File: config.mk
export PLATFORM = sky130hd
export DESIGN_NAME = script_op_scanner
export DESIGN_NICKNAME = d
export VERILOG_FILES = /design/src/hw/rtl/sos_pkg.sv /design/src/hw/rtl/sos_core.sv /design/src/hw/rtl/script_op_scanner.sv
export SDC_FILE = /design/constraint.sdc
export NUM_CORES = 1
export LEC_CHECK = 0
export ABC_AREA = 0
export BUFFER_PORTS_ARGS = -buffer_cell sky130_fd_sc_hd__buf_2
export CORE_MARGIN = 4
export CORE_UTILIZATION = 50
export CTS_BUF_LIST = sky130_fd_sc_hd__clkbuf_16
export CTS_CLUSTER_SIZE = 20
export DETAILED_ROUTE_END_ITERATION = 6
export PLACE_DENSITY = 0.68
export SYNTH_ARGS = -nofsm -noshare
export SYNTH_HDL_FRONTEND = slang
export SYNTH_SLANG_ARGS = --single-unit
File: constraint.sdc
create_clock -name clk -period 6 [get_ports clk]
set_input_delay 0.6 -clock clk [delete_from_list [all_inputs] [get_ports clk]]
set_output_delay 0.6 -clock clk [all_outputs]
set_load 0.05 [all_outputs]
File: src/hw/rtl/sos_pkg.sv
// Shared types and constants for the script opcode scanner.
package sos_pkg;

  localparam logic [23:0] MAX24 = 24'hFF_FFFF;

  localparam logic [7:0] OP_0          = 8'h00;
  localparam logic [7:0] OP_PUSH_LEN1  = 8'h4C;
  localparam logic [7:0] OP_PUSH_LEN2  = 8'h4D;
  localparam logic [7:0] OP_PUSH_LEN4  = 8'h4E;
  localparam logic [7:0] OP_1          = 8'h51;
  localparam logic [7:0] OP_16         = 8'h60;
  localparam logic [7:0] OP_DATA_MARK  = 8'h6A;
  localparam logic [7:0] OP_SIGCHK     = 8'hAC;
  localparam logic [7:0] OP_SIGCHK_VFY = 8'hAD;
  localparam logic [7:0] OP_MULTISIG   = 8'hAE;
  localparam logic [7:0] OP_MULTISIGV  = 8'hAF;
  localparam logic [7:0] OP_LAST_NOP   = 8'hB9;
  localparam logic [7:0] OP_INVALID    = 8'hFF;
  localparam logic [7:0] SMALLNUM_BIAS = 8'h50;

  localparam logic [23:0] WP_MIN_LEN = 24'd4;
  localparam logic [23:0] WP_MAX_LEN = 24'd42;
  localparam logic [23:0] WP_HDR_LEN = 24'd2;

  localparam int CFG_IDX_W  = 3;
  localparam int CFG_DATA_W = 24;
  localparam logic [CFG_IDX_W-1:0] CFG_ACCURATE_COUNT     = 3'd0;
  localparam logic [CFG_IDX_W-1:0] CFG_MULTISIG_KEY_LIMIT = 3'd1;
  localparam logic [CFG_IDX_W-1:0] CFG_MAX_ELEMENT_BYTES  = 3'd2;
  localparam logic [CFG_IDX_W-1:0] CFG_MAX_SCRIPT_BYTES   = 3'd3;

  typedef enum logic [1:0] {
    PH_OPCODE = 2'd0,
    PH_LENGTH = 2'd1,
    PH_DATA   = 2'd2
  } phase_t;

  typedef struct packed {
    logic [7:0] script_byte;
    logic       has_byte;
    logic       last_byte;
  } in_t;

  typedef struct packed {
    logic [23:0] sigop_count;
    logic        parse_ok;
    logic        push_only;
    logic        valid_ops;
    logic        unspendable;
    logic        witness_program;
    logic [4:0]  witness_version;
    logic [23:0] script_length;
  } out_t;

  typedef struct packed {
    logic        accurate_count;
    logic [7:0]  multisig_key_limit;
    logic [15:0] max_element_bytes;
    logic [23:0] max_script_bytes;
  } cfg_t;

endpackage

File: src/hw/rtl/sos_core.sv
// Per-script parse state and end-of-script result logic.
module sos_core (
  input  logic          clk,
  input  logic          rst_n,
  input  logic          accept,
  input  sos_pkg::in_t  item,
  input  sos_pkg::cfg_t cfg,
  output sos_pkg::out_t res
);

  sos_pkg::phase_t phase_r, phase_nxt;
  logic [2:0]  left_r, left_nxt;
  logic [31:0] plen_r, plen_nxt;
  logic [31:0] rem_r, rem_nxt;
  logic [7:0]  prev_r, prev_nxt;
  logic [23:0] sig_r, sig_nxt;
  logic [23:0] bt_r, bt_nxt;
  logic [15:0] ftb_r, ftb_nxt;
  logic        pushonly_r, pushonly_nxt;
  logic        valid_r, valid_nxt;

  logic        do_push;
  logic [31:0] push_size;
  logic        add_en;
  logic [7:0]  add_n;
  logic [24:0] sig_sum;
  logic [2:0]  len_total;
  logic [1:0]  len_idx;
  logic [7:0]  b;
  logic [7:0]  b0;
  logic [7:0]  b1;
  logic        ok;
  logic        small_first;
  logic        wp;

  assign b = item.script_byte;

  always_comb begin
    phase_nxt    = phase_r;
    left_nxt     = left_r;
    plen_nxt     = plen_r;
    rem_nxt      = rem_r;
    prev_nxt     = prev_r;
    sig_nxt      = sig_r;
    bt_nxt       = bt_r;
    ftb_nxt      = ftb_r;
    pushonly_nxt = pushonly_r;
    valid_nxt    = valid_r;
    do_push      = 1'b0;
    push_size    = 32'd0;
    add_en       = 1'b0;
    add_n        = 8'd0;
    sig_sum      = 25'd0;
    len_total    = 3'd4;
    len_idx      = 2'd0;

    if (item.has_byte) begin
      if (bt_r == 24'd0) begin
        ftb_nxt[7:0] = b;
      end else if (bt_r == 24'd1) begin
        ftb_nxt[15:8] = b;
      end
      if (bt_r != sos_pkg::MAX24) begin
        bt_nxt = bt_r + 24'd1;
      end

      case (phase_r)
        sos_pkg::PH_LENGTH: begin
          if (prev_r == sos_pkg::OP_PUSH_LEN1) begin
            len_total = 3'd1;
          end else if (prev_r == sos_pkg::OP_PUSH_LEN2) begin
            len_total = 3'd2;
          end else begin
            len_total = 3'd4;
          end
          len_idx  = 2'(len_total - left_r);
          plen_nxt = plen_r | ({24'd0, b} << {len_idx, 3'b000});
          left_nxt = (left_r == 3'd0) ? 3'd0 : left_r - 3'd1;
          if (left_nxt == 3'd0) begin
            do_push   = 1'b1;
            push_size = plen_nxt;
          end
        end
        sos_pkg::PH_DATA: begin
          rem_nxt = (rem_r == 32'd0) ? 32'd0 : rem_r - 32'd1;
          if (rem_nxt == 32'd0) begin
            phase_nxt = sos_pkg::PH_OPCODE;
          end
        end
        default: begin
          prev_nxt = b;
          if (b < sos_pkg::OP_PUSH_LEN1) begin
            do_push   = 1'b1;
            push_size = {24'd0, b};
          end else if (b <= sos_pkg::OP_PUSH_LEN4) begin
            phase_nxt = sos_pkg::PH_LENGTH;
            plen_nxt  = 32'd0;
            if (b == sos_pkg::OP_PUSH_LEN1) begin
              left_nxt = 3'd1;
            end else if (b == sos_pkg::OP_PUSH_LEN2) begin
              left_nxt = 3'd2;
            end else begin
              left_nxt = 3'd4;
            end
          end else begin
            if (b > sos_pkg::OP_16) begin
              pushonly_nxt = 1'b0;
            end
            if (b > sos_pkg::OP_LAST_NOP) begin
              valid_nxt = 1'b0;
            end
            if (b == sos_pkg::OP_SIGCHK || b == sos_pkg::OP_SIGCHK_VFY) begin
              add_en = 1'b1;
              add_n  = 8'd1;
            end else if (b == sos_pkg::OP_MULTISIG || b == sos_pkg::OP_MULTISIGV) begin
              add_en = 1'b1;
              // exact count needs a small-number opcode right before
              if (cfg.accurate_count && prev_r >= sos_pkg::OP_1 &&
                  prev_r <= sos_pkg::OP_16) begin
                add_n = prev_r - sos_pkg::SMALLNUM_BIAS;
              end else begin
                add_n = cfg.multisig_key_limit;
              end
            end
          end
        end
      endcase

      if (do_push) begin
        if (push_size > {16'd0, cfg.max_element_bytes}) begin
          valid_nxt = 1'b0;
        end
        if (push_size == 32'd0) begin
          phase_nxt = sos_pkg::PH_OPCODE;
        end else begin
          phase_nxt = sos_pkg::PH_DATA;
          rem_nxt   = push_size;
        end
      end

      if (add_en) begin
        // saturate at the top of the 24-bit range
        sig_sum = {1'b0, sig_r} + {17'd0, add_n};
        sig_nxt = (sig_sum >= {1'b0, sos_pkg::MAX24}) ? sos_pkg::MAX24 : sig_sum[23:0];
      end
    end
  end

  always_comb begin
    b0          = ftb_nxt[7:0];
    b1          = ftb_nxt[15:8];
    ok          = (phase_nxt != sos_pkg::PH_LENGTH) && (phase_nxt != sos_pkg::PH_DATA);
    small_first = (b0 >= sos_pkg::OP_1) && (b0 <= sos_pkg::OP_16);
    wp          = (bt_nxt >= sos_pkg::WP_MIN_LEN) && (bt_nxt <= sos_pkg::WP_MAX_LEN) &&
                  ((b0 == sos_pkg::OP_0) || small_first) &&
                  (({16'd0, b1} + sos_pkg::WP_HDR_LEN) == bt_nxt);

    res.sigop_count     = sig_nxt;
    res.parse_ok        = ok;
    res.push_only       = ok & pushonly_nxt;
    res.valid_ops       = ok & valid_nxt;
    res.unspendable     = ((bt_nxt != 24'd0) && (b0 == sos_pkg::OP_DATA_MARK)) ||
                          (bt_nxt > cfg.max_script_bytes);
    res.witness_program = wp;
    res.witness_version = (wp && small_first) ? 5'(b0 - sos_pkg::SMALLNUM_BIAS) : 5'd0;
    res.script_length   = bt_nxt;
  end

  always_ff @(posedge clk) begin
    if (!rst_n || (accept && item.last_byte)) begin
      phase_r    <= sos_pkg::PH_OPCODE;
      left_r     <= 3'd0;
      plen_r     <= 32'd0;
      rem_r      <= 32'd0;
      prev_r     <= sos_pkg::OP_INVALID;
      sig_r      <= 24'd0;
      bt_r       <= 24'd0;
      ftb_r      <= 16'd0;
      pushonly_r <= 1'b1;
      valid_r    <= 1'b1;
    end else if (accept) begin
      phase_r    <= phase_nxt;
      left_r     <= left_nxt;
      plen_r     <= plen_nxt;
      rem_r      <= rem_nxt;
      prev_r     <= prev_nxt;
      sig_r      <= sig_nxt;
      bt_r       <= bt_nxt;
      ftb_r      <= ftb_nxt;
      pushonly_r <= pushonly_nxt;
      valid_r    <= valid_nxt;
    end
  end

endmodule

File: src/hw/rtl/script_op_scanner.sv
// Top level of the script opcode scanner: config registers and result register.
//
//   channel  ports                                   direction
//   in       in_valid, in_stall, in_item (in_t)       byte stream in
//   out      out_valid, out_stall, out_item (out_t)   one result per script
//   cfg      cfg_we, cfg_index, cfg_data              register writes
//
// One item per cycle while in_stall is low: the parse state updates in the accept
// cycle and the result of a last_byte item sits in the output register from the next cycle.
// Synchronous active-low reset restores default config and clears the parser.
// in_stall rises only while a result waits in the output register under out_stall.
module script_op_scanner (
  input  logic                               clk,
  input  logic                               rst_n,
  input  logic                               in_valid,
  output logic                               in_stall,
  input  sos_pkg::in_t                       in_item,
  output logic                               out_valid,
  input  logic                               out_stall,
  output sos_pkg::out_t                      out_item,
  input  logic                               cfg_we,
  input  logic [sos_pkg::CFG_IDX_W-1:0]      cfg_index,
  input  logic [sos_pkg::CFG_DATA_W-1:0]     cfg_data
);

  sos_pkg::cfg_t cfg_r;
  sos_pkg::out_t res;
  sos_pkg::out_t out_item_r;
  logic          out_valid_r;
  logic          in_fire;
  logic          res_load;

  assign in_stall  = out_valid_r & out_stall;
  assign in_fire   = in_valid & ~in_stall;
  assign res_load  = in_fire & in_item.last_byte;
  assign out_valid = out_valid_r;
  assign out_item  = out_item_r;

  always_ff @(posedge clk) begin
    if (!rst_n) begin
      cfg_r.accurate_count     <= 1'b1;
      cfg_r.multisig_key_limit <= 8'd20;
      cfg_r.max_element_bytes  <= 16'd520;
      cfg_r.max_script_bytes   <= 24'd10000;
    end else if (cfg_we) begin
      case (cfg_index)
        sos_pkg::CFG_ACCURATE_COUNT:     cfg_r.accurate_count     <= cfg_data[0];
        sos_pkg::CFG_MULTISIG_KEY_LIMIT: cfg_r.multisig_key_limit <= cfg_data[7:0];
        sos_pkg::CFG_MAX_ELEMENT_BYTES:  cfg_r.max_element_bytes  <= cfg_data[15:0];
        sos_pkg::CFG_MAX_SCRIPT_BYTES:   cfg_r.max_script_bytes   <= cfg_data[23:0];
        default: begin
        end
      endcase
    end
  end

  sos_core u_core (
    .clk    (clk),
    .rst_n  (rst_n),
    .accept (in_fire),
    .item   (in_item),
    .cfg    (cfg_r),
    .res    (res)
  );

  always_ff @(posedge clk) begin
    if (!rst_n) begin
      out_valid_r <= 1'b0;
    end else if (res_load) begin
      out_valid_r <= 1'b1;
    end else if (!out_stall) begin
      // drop the result once taken
      out_valid_r <= 1'b0;
    end
  end

  always_ff @(posedge clk) begin
    if (res_load) begin
      out_item_r <= res;
    end
  end

endmodule
; ---- After elaboration in Yosys (flattened, before gate mapping)
; Index checks and enable logic that the tools add are counted.
[op_classes]
n_addsub = 8
n_lt_le_gt_ge = 13
eq_ne = 21
shift = 1
n_mux = 68
bitwise_logic = 9
reduce_logical = 34
[op_table]
columns = operator, count
row1 = 32-bit 2-to-1 mux, 8
row2 = 32-bit case mux with 2 select lines, 2
row3 = 24-bit 2-to-1 mux, 5
row4 = 32-bit zero test, 3
row5 = 8-bit 2-to-1 mux, 11
row6 = "8-bit by 7-bit equality test with 1-bit output, second input constant", 5
row7 = "8-bit equality test, second input constant", 4
row8 = 32-bit by 16-bit greater-than comparator with 1-bit output, 1
row9 = 32-bit bitwise OR, 1
row10 = 8-bit by 5-bit left shift with 32-bit output, 1
row11 = "32-bit by 1-bit subtractor with 32-bit output, second input constant", 1
row12 = 24-bit by 8-bit adder with 25-bit output, 1
row13 = "25-bit by 24-bit greater-or-equal comparator with 1-bit output, second input constant", 1
row14 = "24-bit by 1-bit adder with 24-bit output, second input constant", 1
row15 = "24-bit by 1-bit equality test with 1-bit output, second input constant", 1
row16 = 24-bit equality test, 1
row17 = "24-bit by 3-bit greater-or-equal comparator with 1-bit output, second input constant", 1
row18 = 24-bit greater-than comparator, 1
row19 = "24-bit by 6-bit <= comparator with 1-bit output, second input constant", 1
row20 = "8-bit by 7-bit <= comparator with 1-bit output, second input constant", 3
row21 = 24-bit zero test, 1
row22 = "24-bit inequality test, second input constant", 1
row23 = 24-bit nonzero test, 1
row24 = 1-bit 2-to-1 mux, 23
row25 = 33 further kinds, 75
[totals]
register_bits = 251
inputBits = 42
wordCells = 177

; ---- Logic depth before layout (Yosys ltp)
; Gate-level depths: netlist (run 1).
[depth]
ltp_word = 18
depth_mapped = 21

; ---- Modules after synthesis
; A second synthesis (run 1) with hierarchy kept.
[hier_totals]
cells_unflattened = 1887
hier_area_um2 = 15478.6
[by_module_without_submodules]
columns = mod, n_inst, cells_per_inst, area_per_inst_um2, seq_area_each_um2
row1 = sos_core, 1, 1624, 11711.2, 2862.7
row2 = script_op_scanner, 1, 263, 3767.4, 2742.6

; ---- Least setup slack after synthesis (run 1)
; OpenSTA, ideal clock, no wires.
[synth_path]
path_kind = register -> register
from = reg u_core.prev_r[5]
to = reg out_item_r (netlist bit out_item[45]), data pin
arrival_ns = 4.468
t_required_ns = 5.729
path_slack_ns = 1.261
path_stages_with_launch = 22
n_path_buf = 3
synth_period_minus_slack_ns = 4.739
path_cell_list = dfxtp_1 inv_1 ha_1 nor3b_1 a31oi_1 nand3b_1 clkbuf_1 mux2i_1 a21boi_0 ha_1 inv_1 fa_1 nor2b_1 o211ai_1 a2111oi_2 xnor2_1 nor2_1 and4_1 clkbuf_1 nor3_2 clkbuf_1 a31oi_1
[synth_rtl]
columns = element, line_no
row1 = "start, declared", sos_core.sv:15  ; logic [7:0] prev_r, prev_nxt;
row2 = "start signal, assigned", sos_core.sv:175  ; prev_r <= sos_pkg::OP_INVALID;
row3 = "start signal, assigned", sos_core.sv:186  ; prev_r <= prev_nxt;
row4 = "end signal, assigned", script_op_scanner.sv:79  ; out_item_r <= res;
row5 = "end, declared", script_op_scanner.sv:28  ; sos_pkg::out_t out_item_r;

==> results of run 1 <==
-- path summary, 6_finish.rpt --
| path | startpoint | to | cells after the start |
|---|---|---|---|
| setup / recovery | u_core.phase_r[0] | out_item[42] | 17 |
| hold / removal | cfg_data[16] | cfg_r[16] | 3 |
| setup reg to reg | u_core.phase_r[0] | out_item[42] | 17 |
| hold reg to reg | cfg_r[38] | cfg_r[38] | 2 |
-- cell usage after synthesis, types with 8 or more instances --
cell and instances:
o211ai_1 14, o21ai_0 84, nor3_1 54, o22ai_1 10, nand2b_1 9, a21boi_0 42, and2_1 13, or2_2 10
buf_2 20, xnor2_1 47, a211oi_1 18, inv_1 81, nor2b_1 18, or4_1 11, and3_1 12, nor4_1 43
a22oi_1 42, a21oi_1 124, or3_1 23, a21o_1 17, o31ai_1 9, a31oi_1 24, dfxtp_1 193, xor2_1 27
o21a_1 12, edfxtp_1 58, a311oi_1 9, and4_1 8, ha_1 62, o221ai_1 12, nor2_1 214, nand2_1 220
clkbuf_1 106, nand4_1 29, mux2i_1 33, nand3_1 61
-- flip-flops by register name (all words and copies together) (netlist names), 8 cells and up --
| signal | cells |
|---|---|
| u_core.sig_r | 24 |
| u_core.plen_r | 32 |
| u_core.rem_r | 32 |
| u_core.ftb_r | 16 |
| u_core.prev_r | 8 |
| cfg_r | 49 |
| u_core.bt_r | 24 |
| out_item | 58 |
-- per-stage QoR --
stage	utilization, %	power, mW
after detailed placement	53.45	2.352
after floorplan	-	2.205
after global routing	56.86	4.372
final	56.86	4.225
after CTS	56.85	4.245
after global placement	53.45	2.345
-- worst max-delay path, delay by kind of cell (launching register included) --
| family | cells | cell delay (ns) |
|---|---|---|
| and+or+nand+nor | 8 | 2.33 |
| buffers and inverters | 3 | 0.44 |
| adders and majority gates | 2 | 0.73 |
| xor gates and xnor gates | 1 | 0.19 |
| DFF | 1 | 0.38 |
| AOI/OAI and AO/OA | 3 | 0.97 |
-- per-layer routing --
layer	GRT usage [%]	vias to the layer above	part of all wire, %
li1	-	6930	-
met1	35.64	6747	43
met2	43.21	584	47
met3	3.035	104	6.7
met4	7.628	2	3.3
met5	0	-	0.025
-- logic make-up (layout without fill, tap and decap cells) --
family / after synthesis / after routing
other: 0 / 2
DFF: 251 / 251
buffers and inverters: 216 / 264
adders and majority gates: 63 / 63
and+or+nand+nor: 775 / 775
muxes: 35 / 35
AOI/OAI and AO/OA: 483 / 483
xor gates and xnor gates: 74 / 74
-- report_power, final --
part	internal, mW	leakage (nW)	switching, mW
registers	1.77	2.11	0.0364
logic	0.161	3.71	0.356
clock network	1.17	0.499	0.728
total	3.10	6.31	1.12
-- final cells by class --
type	instances	share of cell area, %
clock inverter	23	1.712
multi-input combinational	1430	52.19
timing repair buffer	129	4.202
antenna	2	0.02938
sequential	251	32.91
clock buffer	29	4.261
tap	390	2.865
inverter	83	1.829
==> results.json, run 1 <==
{
  "status": "complete, but fails checks",
  "violations": "DRC",
  "avgViaCountPerCell": 6.148,
  "synth_top_family_by_area": "simple AND/OR/NAND/NOR gates",
  "cap_violations": 0,
  "synth_xor_area_share_pct": 4.228,
  "ioPinCount": 102,
  "yosys-top-cells-area": "dfxtp_1 (25%), edfxtp_1 (11%), nand2_1 (5.4%)",
  "grt_max_degree": 81,
  "synth_top_area_share_pct": 25.20,
  "setup-tns-final_ns": 0,
  "initial_utilization_pct": 51.18,
  "finalMaxSlewViolations": 0,
  "synth_edf_count": 58,
  "min_path_type": "input pin to register",
  "hold_viol": 0,
  "layout.nets": 2029,
  "setup_viol": 0,
  "grt_pass1_vias": 13450,
  "dr.first_iter.drc_count": 1486,
  "rows": 63,
  "cp_cell_sequence": "inv_1 -> ha_1 -> nand3_1 -> nor4_1 -> nand2_1 -> nor2_1 -> inv_1 -> fa_1 -> nor2b_1 -> o211ai_1 -> a2111oi_2 -> xnor2_1 -> nor2_1 -> and4_1 -> nor3_2 -> buf_4 -> a221oi_1",
  "grt_pass1_wl_um": 72270,
  "layout-drive-gt1-share_pct": 11.62,
  "drtAntennaViolNets": 0,
  "cts-resized-gates": 0,
  "clkLatencyLatePin_ns": 0.55,
  "area_growth_pct": 11.11,
  "setup_ws_ns": 0.6863,
  "area.sequential_um2": 5605,
  "cts_setup_buffers": 0,
  "period_needed_ns": 5.314,
  "worstSetupStartpointType": "register",
  "path_class": "register to register",
  "worst_pin_slew_ns": 1.075,
  "rsz0062_at_grt": "no",
  "ys_async_sr_fraction_pct": 0,
  "track_usage_pct": 25.93,
  "holdWs_ns": 0.2948,
  "ys_seq_elements": 251,
  "synth_top_cell_by_area": "dfxtp_1",
  "crit_path_max_fanout": 11,
  "die-area_um2": 33530,
  "clock-sinks": 251,
  "numCtsBuffers": 29,
  "critPathCaptureType": "register",
  "layout_commonest_cell": "nand2_1",
  "io_buffers": 101,
  "syn_nets": 2002,
  "clock.fmax_mhz": 188.2,
  "grt_overflow": 0,
  "fin_crit_sh_pct": 88.56,
  "coreArea_um2": 29950,
  "cp_slowest_stage_delay_ns": 0.67,
  "synthesis.area_um2": 15330,
  "avgSynthCellArea_um2": 8.081,
  "final_cell_mix": "nand2_1 (219), nor2_1 (213), dfxtp_1 (193), a21oi_1 (124), buf_2 (101)",
  "seq_area_frac_synth_pct": 36.57,
  "placed_cell_area_um2": 16010,
  "routabilityCongestion": 0.9136,
  "cp_data_required_time_ns": 6.28,
  "synth_compound_area_share_pct": 20.94,
  "synthCells": 1897,
  "crit_arrival_ns": 5.60,
  "crit_slowest_cell": "nor4_1",
  "r2r_setup_slack_ns": 0.69,
  "vias": 14370,
  "ys.flop_type": "dfxtp_1",
  "clkTransAtPathRegs_ns": 0.06,
  "htreeDepth": 1,
  "dr.pass1.iters": 7,
  "fin_worst_skew_ns": 0.01245,
  "cts_tree": "done",
  "dp_hpwl_um": 31620,
  "layout.cells.non_filler": 2337,
  "drc": 1,
  "antenna_found_initial": 3,
  "root_buffer": "clkbuf_16",
  "clk_path_buf_depth": 3,
  "fill_cells": 2839,
  "leakage_nw": 6.312,
  "synth-adder-area-share_pct": 5.191,
  "synth_simple_gate_area_share_pct": 25.22,
  "final_area_um2": 17030,
  "multi_input_area_um2": 8890,
  "power_density_nw_per_um2": 248.1,
  "cts_hold_buffers": 0,
  "synth.distinct_cells": 84,
  "routed_wirelength_um": 44760,
  "place_inst": 2283,
  "yosys_warnings": 0,
  "fp.dieH_um": 183.1,
  "synthMuxAreaShare_pct": 2.302,
  "wl_per_cell_um": 19.15,
  "peakVddDrop_mv": 0.2180,
  "slew_headroom_pct": 28.19,
  "dp_slack_ns": 0.5919,
  "die_w_um": 183.1
}
(Power assumes the default switching activity.)
==> run 2: changes to the inputs <==
Settings changed: CORE_ASPECT_RATIO set to 1.5.
==> run 2 against run 1 <==
The flow now finishes without violations. Clock-buffer cell count down 2. First-iteration DRC count down 30%. Via count down 0.15%. Clock skew down 0.0016 ns. Critical path depth unchanged. Critical endpoint is now out_item[46]. Largest cell class unchanged. Largest power group is now registers.
==> results.json, run 2 (synthesized netlist as in run 1, its figures left out) <==
{
  "period_needed_ns": 5.318,
  "numCtsBuffers": 26,
  "clock.fmax_mhz": 188.0,
  "setup_viol": 0,
  "endpoint": "out_item[46]",
  "area.sequential_um2": 5605,
  "slew_headroom_pct": 24.59,
  "vias": 14350,
  "drc": 0,
  "avgViaCountPerCell": 6.123,
  "grt_pass1_wl_um": 72850,
  "fp.dieH_um": 222.5,
  "rows": 78,
  "final_util_pct": 55.67,
  "r2r_setup_slack_ns": 0.68,
  "io_buffers": 101,
  "drtAntennaViolNets": 0,
  "crit_buf_inv": 3,
  "final_cell_mix": "nand2_1 (219), nor2_1 (213), dfxtp_1 (193), a21oi_1 (124), buf_2 (101)",
  "layout-drive-gt1-share_pct": 11.33,
  "setup-tns-final_ns": 0,
  "grt_pass1_vias": 13830,
  "rr_endpoint": "out_item[46]",
  "antenna_found_initial": 2,
  "cts_setup_buffers": 0,
  "startpoint": "u_core.phase_r[0]",
  "grt_use_met3_pct": 3.020,
  "rsz0062_at_grt": "no",
  "routed_wirelength_um": 46180,
  "area_growth_pct": 9.868,
  "fill_cells": 2875,
  "worstSetupStartpointType": "register",
  "ioPinCount": 102,
  "dr.pass1.iters": 6,
  "status": "finished clean",
  "gr-usage-met1_pct": 30.63,
  "fin_worst_skew_ns": 0.01084,
  "power_density_nw_per_um2": 231.0,
  "multi_input_area_um2": 8890,
  "clk_path_buf_depth": 3,
  "cp_slowest_stage_delay_ns": 0.70,
  "cp_data_required_time_ns": 6.26,
  "clkTransAtPathRegs_ns": 0.07,
  "peakVddDrop_mv": 0.1859,
  "hold_viol": 0,
  "path_class": "register to register",
  "crit_path_max_fanout": 13,
  "final_area_um2": 16840,
  "fin_crit_sh_pct": 88.63,
  "worst_pin_slew_ns": 1.126,
  "crit_slowest_cell": "nor4_1",
  "root_buffer": "clkbuf_16",
  "dr.first_iter.drc_count": 1045,
  "cp_num_cells": 17,
  "crit_arrival_ns": 5.58,
  "clkLatencyLatePin_ns": 0.54,
  "cts_tree": "done",
  "placed_cell_area_um2": 16020,
  "layout_commonest_cell": "nand2_1",
  "initial_utilization_pct": 50.67,
  "wl_per_cell_um": 19.71,
  "coreArea_um2": 30250,
  "layout.nets": 2026,
  "die-area_um2": 33580,
  "leakage_nw": 6.216,
  "grt_max_degree": 82,
  "finalPower_mw": 3.890,
  "r2r_start": "u_core.phase_r[0]",
  "dp_hpwl_um": 33720,
  "grt_util_met2_pct": 46.97,
  "min_path_type": "input pin to register",
  "cts_hold_buffers": 0,
  "finalMaxSlewViolations": 0,
  "clock-sinks": 251,
  "die_w_um": 151.0,
  "critPathCaptureType": "register",
  "routabilityCongestion": 0.9882,
  "htreeDepth": 1,
  "grt_overflow": 0,
  "dp_slack_ns": 0.6244,
  "reg2reg_depth": 17,
  "grt_busiest_layer": "met2",
  "largest_reg_flops": 58,
  "track_usage_pct": 26.84,
  "cp_top_family": "simple AND/OR/NAND/NOR gates",
  "cap_violations": 0,
  "cp_cell_sequence": "inv_1 -> ha_1 -> nand3_1 -> nor4_1 -> nand2_1 -> nor2_1 -> inv_1 -> fa_1 -> nor2b_1 -> o211ai_1 -> a2111oi_2 -> xnor2_1 -> nor2_1 -> and4_1 -> nor3_2 -> buf_4 -> a31oi_1",
  "setup_ws_ns": 0.6822,
  "cts-resized-gates": 0
}
## run 2: cell type report
type / instances / area share (%)
Tap cell: 400 / 2.972
Sequential cell: 251 / 33.28
Clock buffer: 27 / 4.012
Antenna cell: 2 / 0.02972
Inverter: 83 / 1.850
Timing Repair Buffer: 129 / 4.249
Multi-Input combinational cell: 1430 / 52.78
Clock inverter: 21 / 0.8246
## run 2: worst register-to-register path, cell delays in order, from the launching register on
cell,delay (ns)
dfxtp_1,0.41
inv_1,0.08
ha_1,0.32
nand3_1,0.08
nor4_1,0.70
nand2_1,0.33
nor2_1,0.24
inv_1,0.08
fa_1,0.43
nor2b_1,0.27
o211ai_1,0.25
a2111oi_2,0.63
xnor2_1,0.19
nor2_1,0.05
and4_1,0.26
nor3_2,0.33
buf_4,0.28
a31oi_1,0.11
## run 2: through the flow
stage | hold slack, ns | instances
3_5_place_dp | 0.4551 | 2293
2_1_floorplan | 0.4312 | 1897
4_1_cts | 0.2946 | 2341
3_3_place_gp | 0.4453 | 2293
6_report | 0.3142 | 2343
5_1_grt | 0.3042 | 2343
## run 2: worst min path at each step
stage | startpoint | endpoint | slack (ns) | cells after the start
6_report | cfg_data[16] | cfg_r[16] | 0.31 | 3
5_1_grt | cfg_data[16] | cfg_r[16] | 0.30 | 3
4_1_cts | cfg_data[4] | cfg_r[44] | 0.29 | 3
3_5_place_dp | u_core.pushonly_r | u_core.pushonly_r | 0.46 | 2
3_3_place_gp | u_core.ftb_r[8] | u_core.ftb_r[8] | 0.45 | 2
2_1_floorplan | u_core.ftb_r[8] | u_core.ftb_r[8] | 0.43 | 2
## run 2: layer usage
metal	vias up	share of wire, %
met5	-	0
met1	6719	38
met2	559	50
met4	0	6.6
li1	6905	-
met3	163	5.2
## run 2: where the power goes
| part | switching, mW | internal [mW] | total (mW) |
|---|---|---|---|
| clock network | 0.698 | 0.863 | 1.56 |
| registers | 0.0381 | 1.77 | 1.81 |
| logic | 0.362 | 0.161 | 0.523 |
| total | 1.10 | 2.79 | 3.89 |
==> run 3: changes to the inputs <==
Settings changed: RECOVER_POWER set to 25.
==> run 3 against run 2 <==
Register-to-register slack lost 0.02 ns. Worst setup slack lost 0.022 ns. Power shrank 0.10%. Die area is the same. Via count grew 0.13%. Core utilization shrank 0.26 points. Design area shrank 0.46%. Largest cell class unchanged.
==> results.json, run 3 (synthesized netlist as in run 1, its figures left out) <==
{
  "status": "finished clean",
  "coreArea_um2": 30250,
  "worst_pin_slew_ns": 1.165,
  "cts_hold_buffers": 0,
  "grt_overflow": 0,
  "period_needed_ns": 5.340,
  "area_growth_pct": 9.362,
  "cp_data_required_time_ns": 6.26,
  "cp_cell_sequence": "inv_1 -> ha_1 -> nand3_1 -> nor4_1 -> nand2_1 -> nor2_1 -> inv_1 -> fa_1 -> nor2b_1 -> o211ai_1 -> a2111oi_2 -> xnor2_1 -> nor2_1 -> and4_1 -> nor3_2 -> buf_4 -> a31oi_1",
  "peakVddDrop_mv": 0.1857,
  "switching_share_pct": 28.27,
  "dp_hpwl_um": 33720,
  "grt_pass1_wl_um": 72850,
  "drtAntennaViolNets": 0,
  "htreeDepth": 1,
  "slew_headroom_pct": 22.00,
  "clk_path_buf_depth": 3,
  "routed_wirelength_um": 46330,
  "worstSetupStartpointType": "register",
  "layout.nets": 2026,
  "clkTransAtPathRegs_ns": 0.07,
  "numCtsBuffers": 26,
  "final_area_um2": 16760,
  "largest_reg_flops": 58,
  "crit_arrival_ns": 5.60,
  "cts_tree": "done",
  "setup-tns-final_ns": 0,
  "fp.dieH_um": 222.5,
  "rsz0062_at_grt": "no",
  "min_path_type": "input pin to register",
  "crit_path_max_fanout": 13,
  "ioPinCount": 102,
  "leakage_nw": 6.050,
  "antenna_found_initial": 2,
  "die_w_um": 151.0,
  "cap_violations": 0,
  "routabilityCongestion": 0.9882,
  "path_class": "register to register",
  "layout-drive-gt1-share_pct": 8.192,
  "power_frac_clock_pct": 40.2,
  "die-area_um2": 33580,
  "dr.pass1.iters": 5,
  "final_cell_mix": "nand2_1 (219), nor2_1 (213), dfxtp_1 (193), a21oi_1 (124)",
  "combinationalPowerShare_pct": 13.3,
  "clock-sinks": 251,
  "rows": 78,
  "hold_viol": 0,
  "p_seq_share_pct": 46.5,
  "initial_utilization_pct": 50.67,
  "p_sw_mw": 1.099,
  "drc": 0,
  "clock.fmax_mhz": 187.3,
  "holdWs_ns": 0.3152,
  "critPathCaptureType": "register",
  "dp_slack_ns": 0.6244,
  "crit_slowest_cell": "nor4_1",
  "cts-resized-gates": 0,
  "wl_per_cell_um": 19.77,
  "layout_commonest_cell": "nand2_1",
  "avgViaCountPerCell": 6.131,
  "cp_slowest_stage_delay_ns": 0.72,
  "finalMaxSlewViolations": 0,
  "p_int_mw": 2.788,
  "fin_crit_sh_pct": 89.00,
  "placed_cell_area_um2": 16020,
  "io_buffers": 101,
  "fin_worst_skew_ns": 0.01225,
  "grt_max_degree": 82,
  "power_density_nw_per_um2": 231.8,
  "grt_pass1_vias": 13830,
  "layout.cells.non_filler": 2343,
  "setup_ws_ns": 0.6599,
  "cts_setup_buffers": 0,
  "vias": 14370,
  "setup_viol": 0,
  "place_inst": 2293,
  "clkLatencyLatePin_ns": 0.54,
  "track_usage_pct": 26.84,
  "root_buffer": "clkbuf_16",
  "dr.first_iter.drc_count": 1013
}
## run 3: power by group through the flow
stage	logic, mW	registers, mW	clock network (mW)
2_1_floorplan	0.320	1.89	0
3_3_place_gp	0.510	1.84	0
3_5_place_dp	0.515	1.84	0
5_1_grt	0.566	1.81	1.67
4_1_cts	0.518	1.81	1.60
6_report	0.518	1.81	1.56
## run 3: through the flow
step	util, %	power [mW]
global route	55.41	4.047
CTS	55.65	3.919
detailed placement	52.96	2.358
floorplan	-	2.205
finish	55.41	3.886
global placement	52.96	2.351
## run 3: final cells by class
cell class | instances | area (um^2)
repair buffers | 129 | 638.1
well taps | 400 | 500.5
multi-input cells | 1430 | 8890
clock inverters | 21 | 138.9
fillers | 2910 | 13490
clock buffers | 27 | 675.6
flip-flops and latches | 251 | 5605
diodes | 2 | 5.005
inverters | 83 | 311.5
## run 3: worst max-delay path, delay by kind of cell, from the launching register on
family                   cells  cell delay (ns)
AO/OA/AOI/OAI                3             0.99
flip-flops                   1             0.41
adder cells (fa/ha/maj)      2             0.74
XOR/XNOR                     1             0.19
AND/OR/NAND/NOR              8             2.28
buffers and inverters        3             0.44
## run 3: routing by layer
layer	up-vias	global-route usage [%]	wire, um
met2	550	46.97	23280
met5	-	0	0
met1	6750	30.63	17650
met3	158	3.020	2358
li1	6907	-	-
met4	0	16.72	3042
## run 3: worst paths after layout
kind	startpoint	depth (start not counted)	slack (ns)	end
max	u_core.phase_r[0]	17	0.66	out_item[46]
min	cfg_data[16]	3	0.32	cfg_r[16]
max reg2reg	u_core.phase_r[0]	17	0.66	out_item[46]
min reg2reg	cfg_r[19]	2	0.46	cfg_r[19]
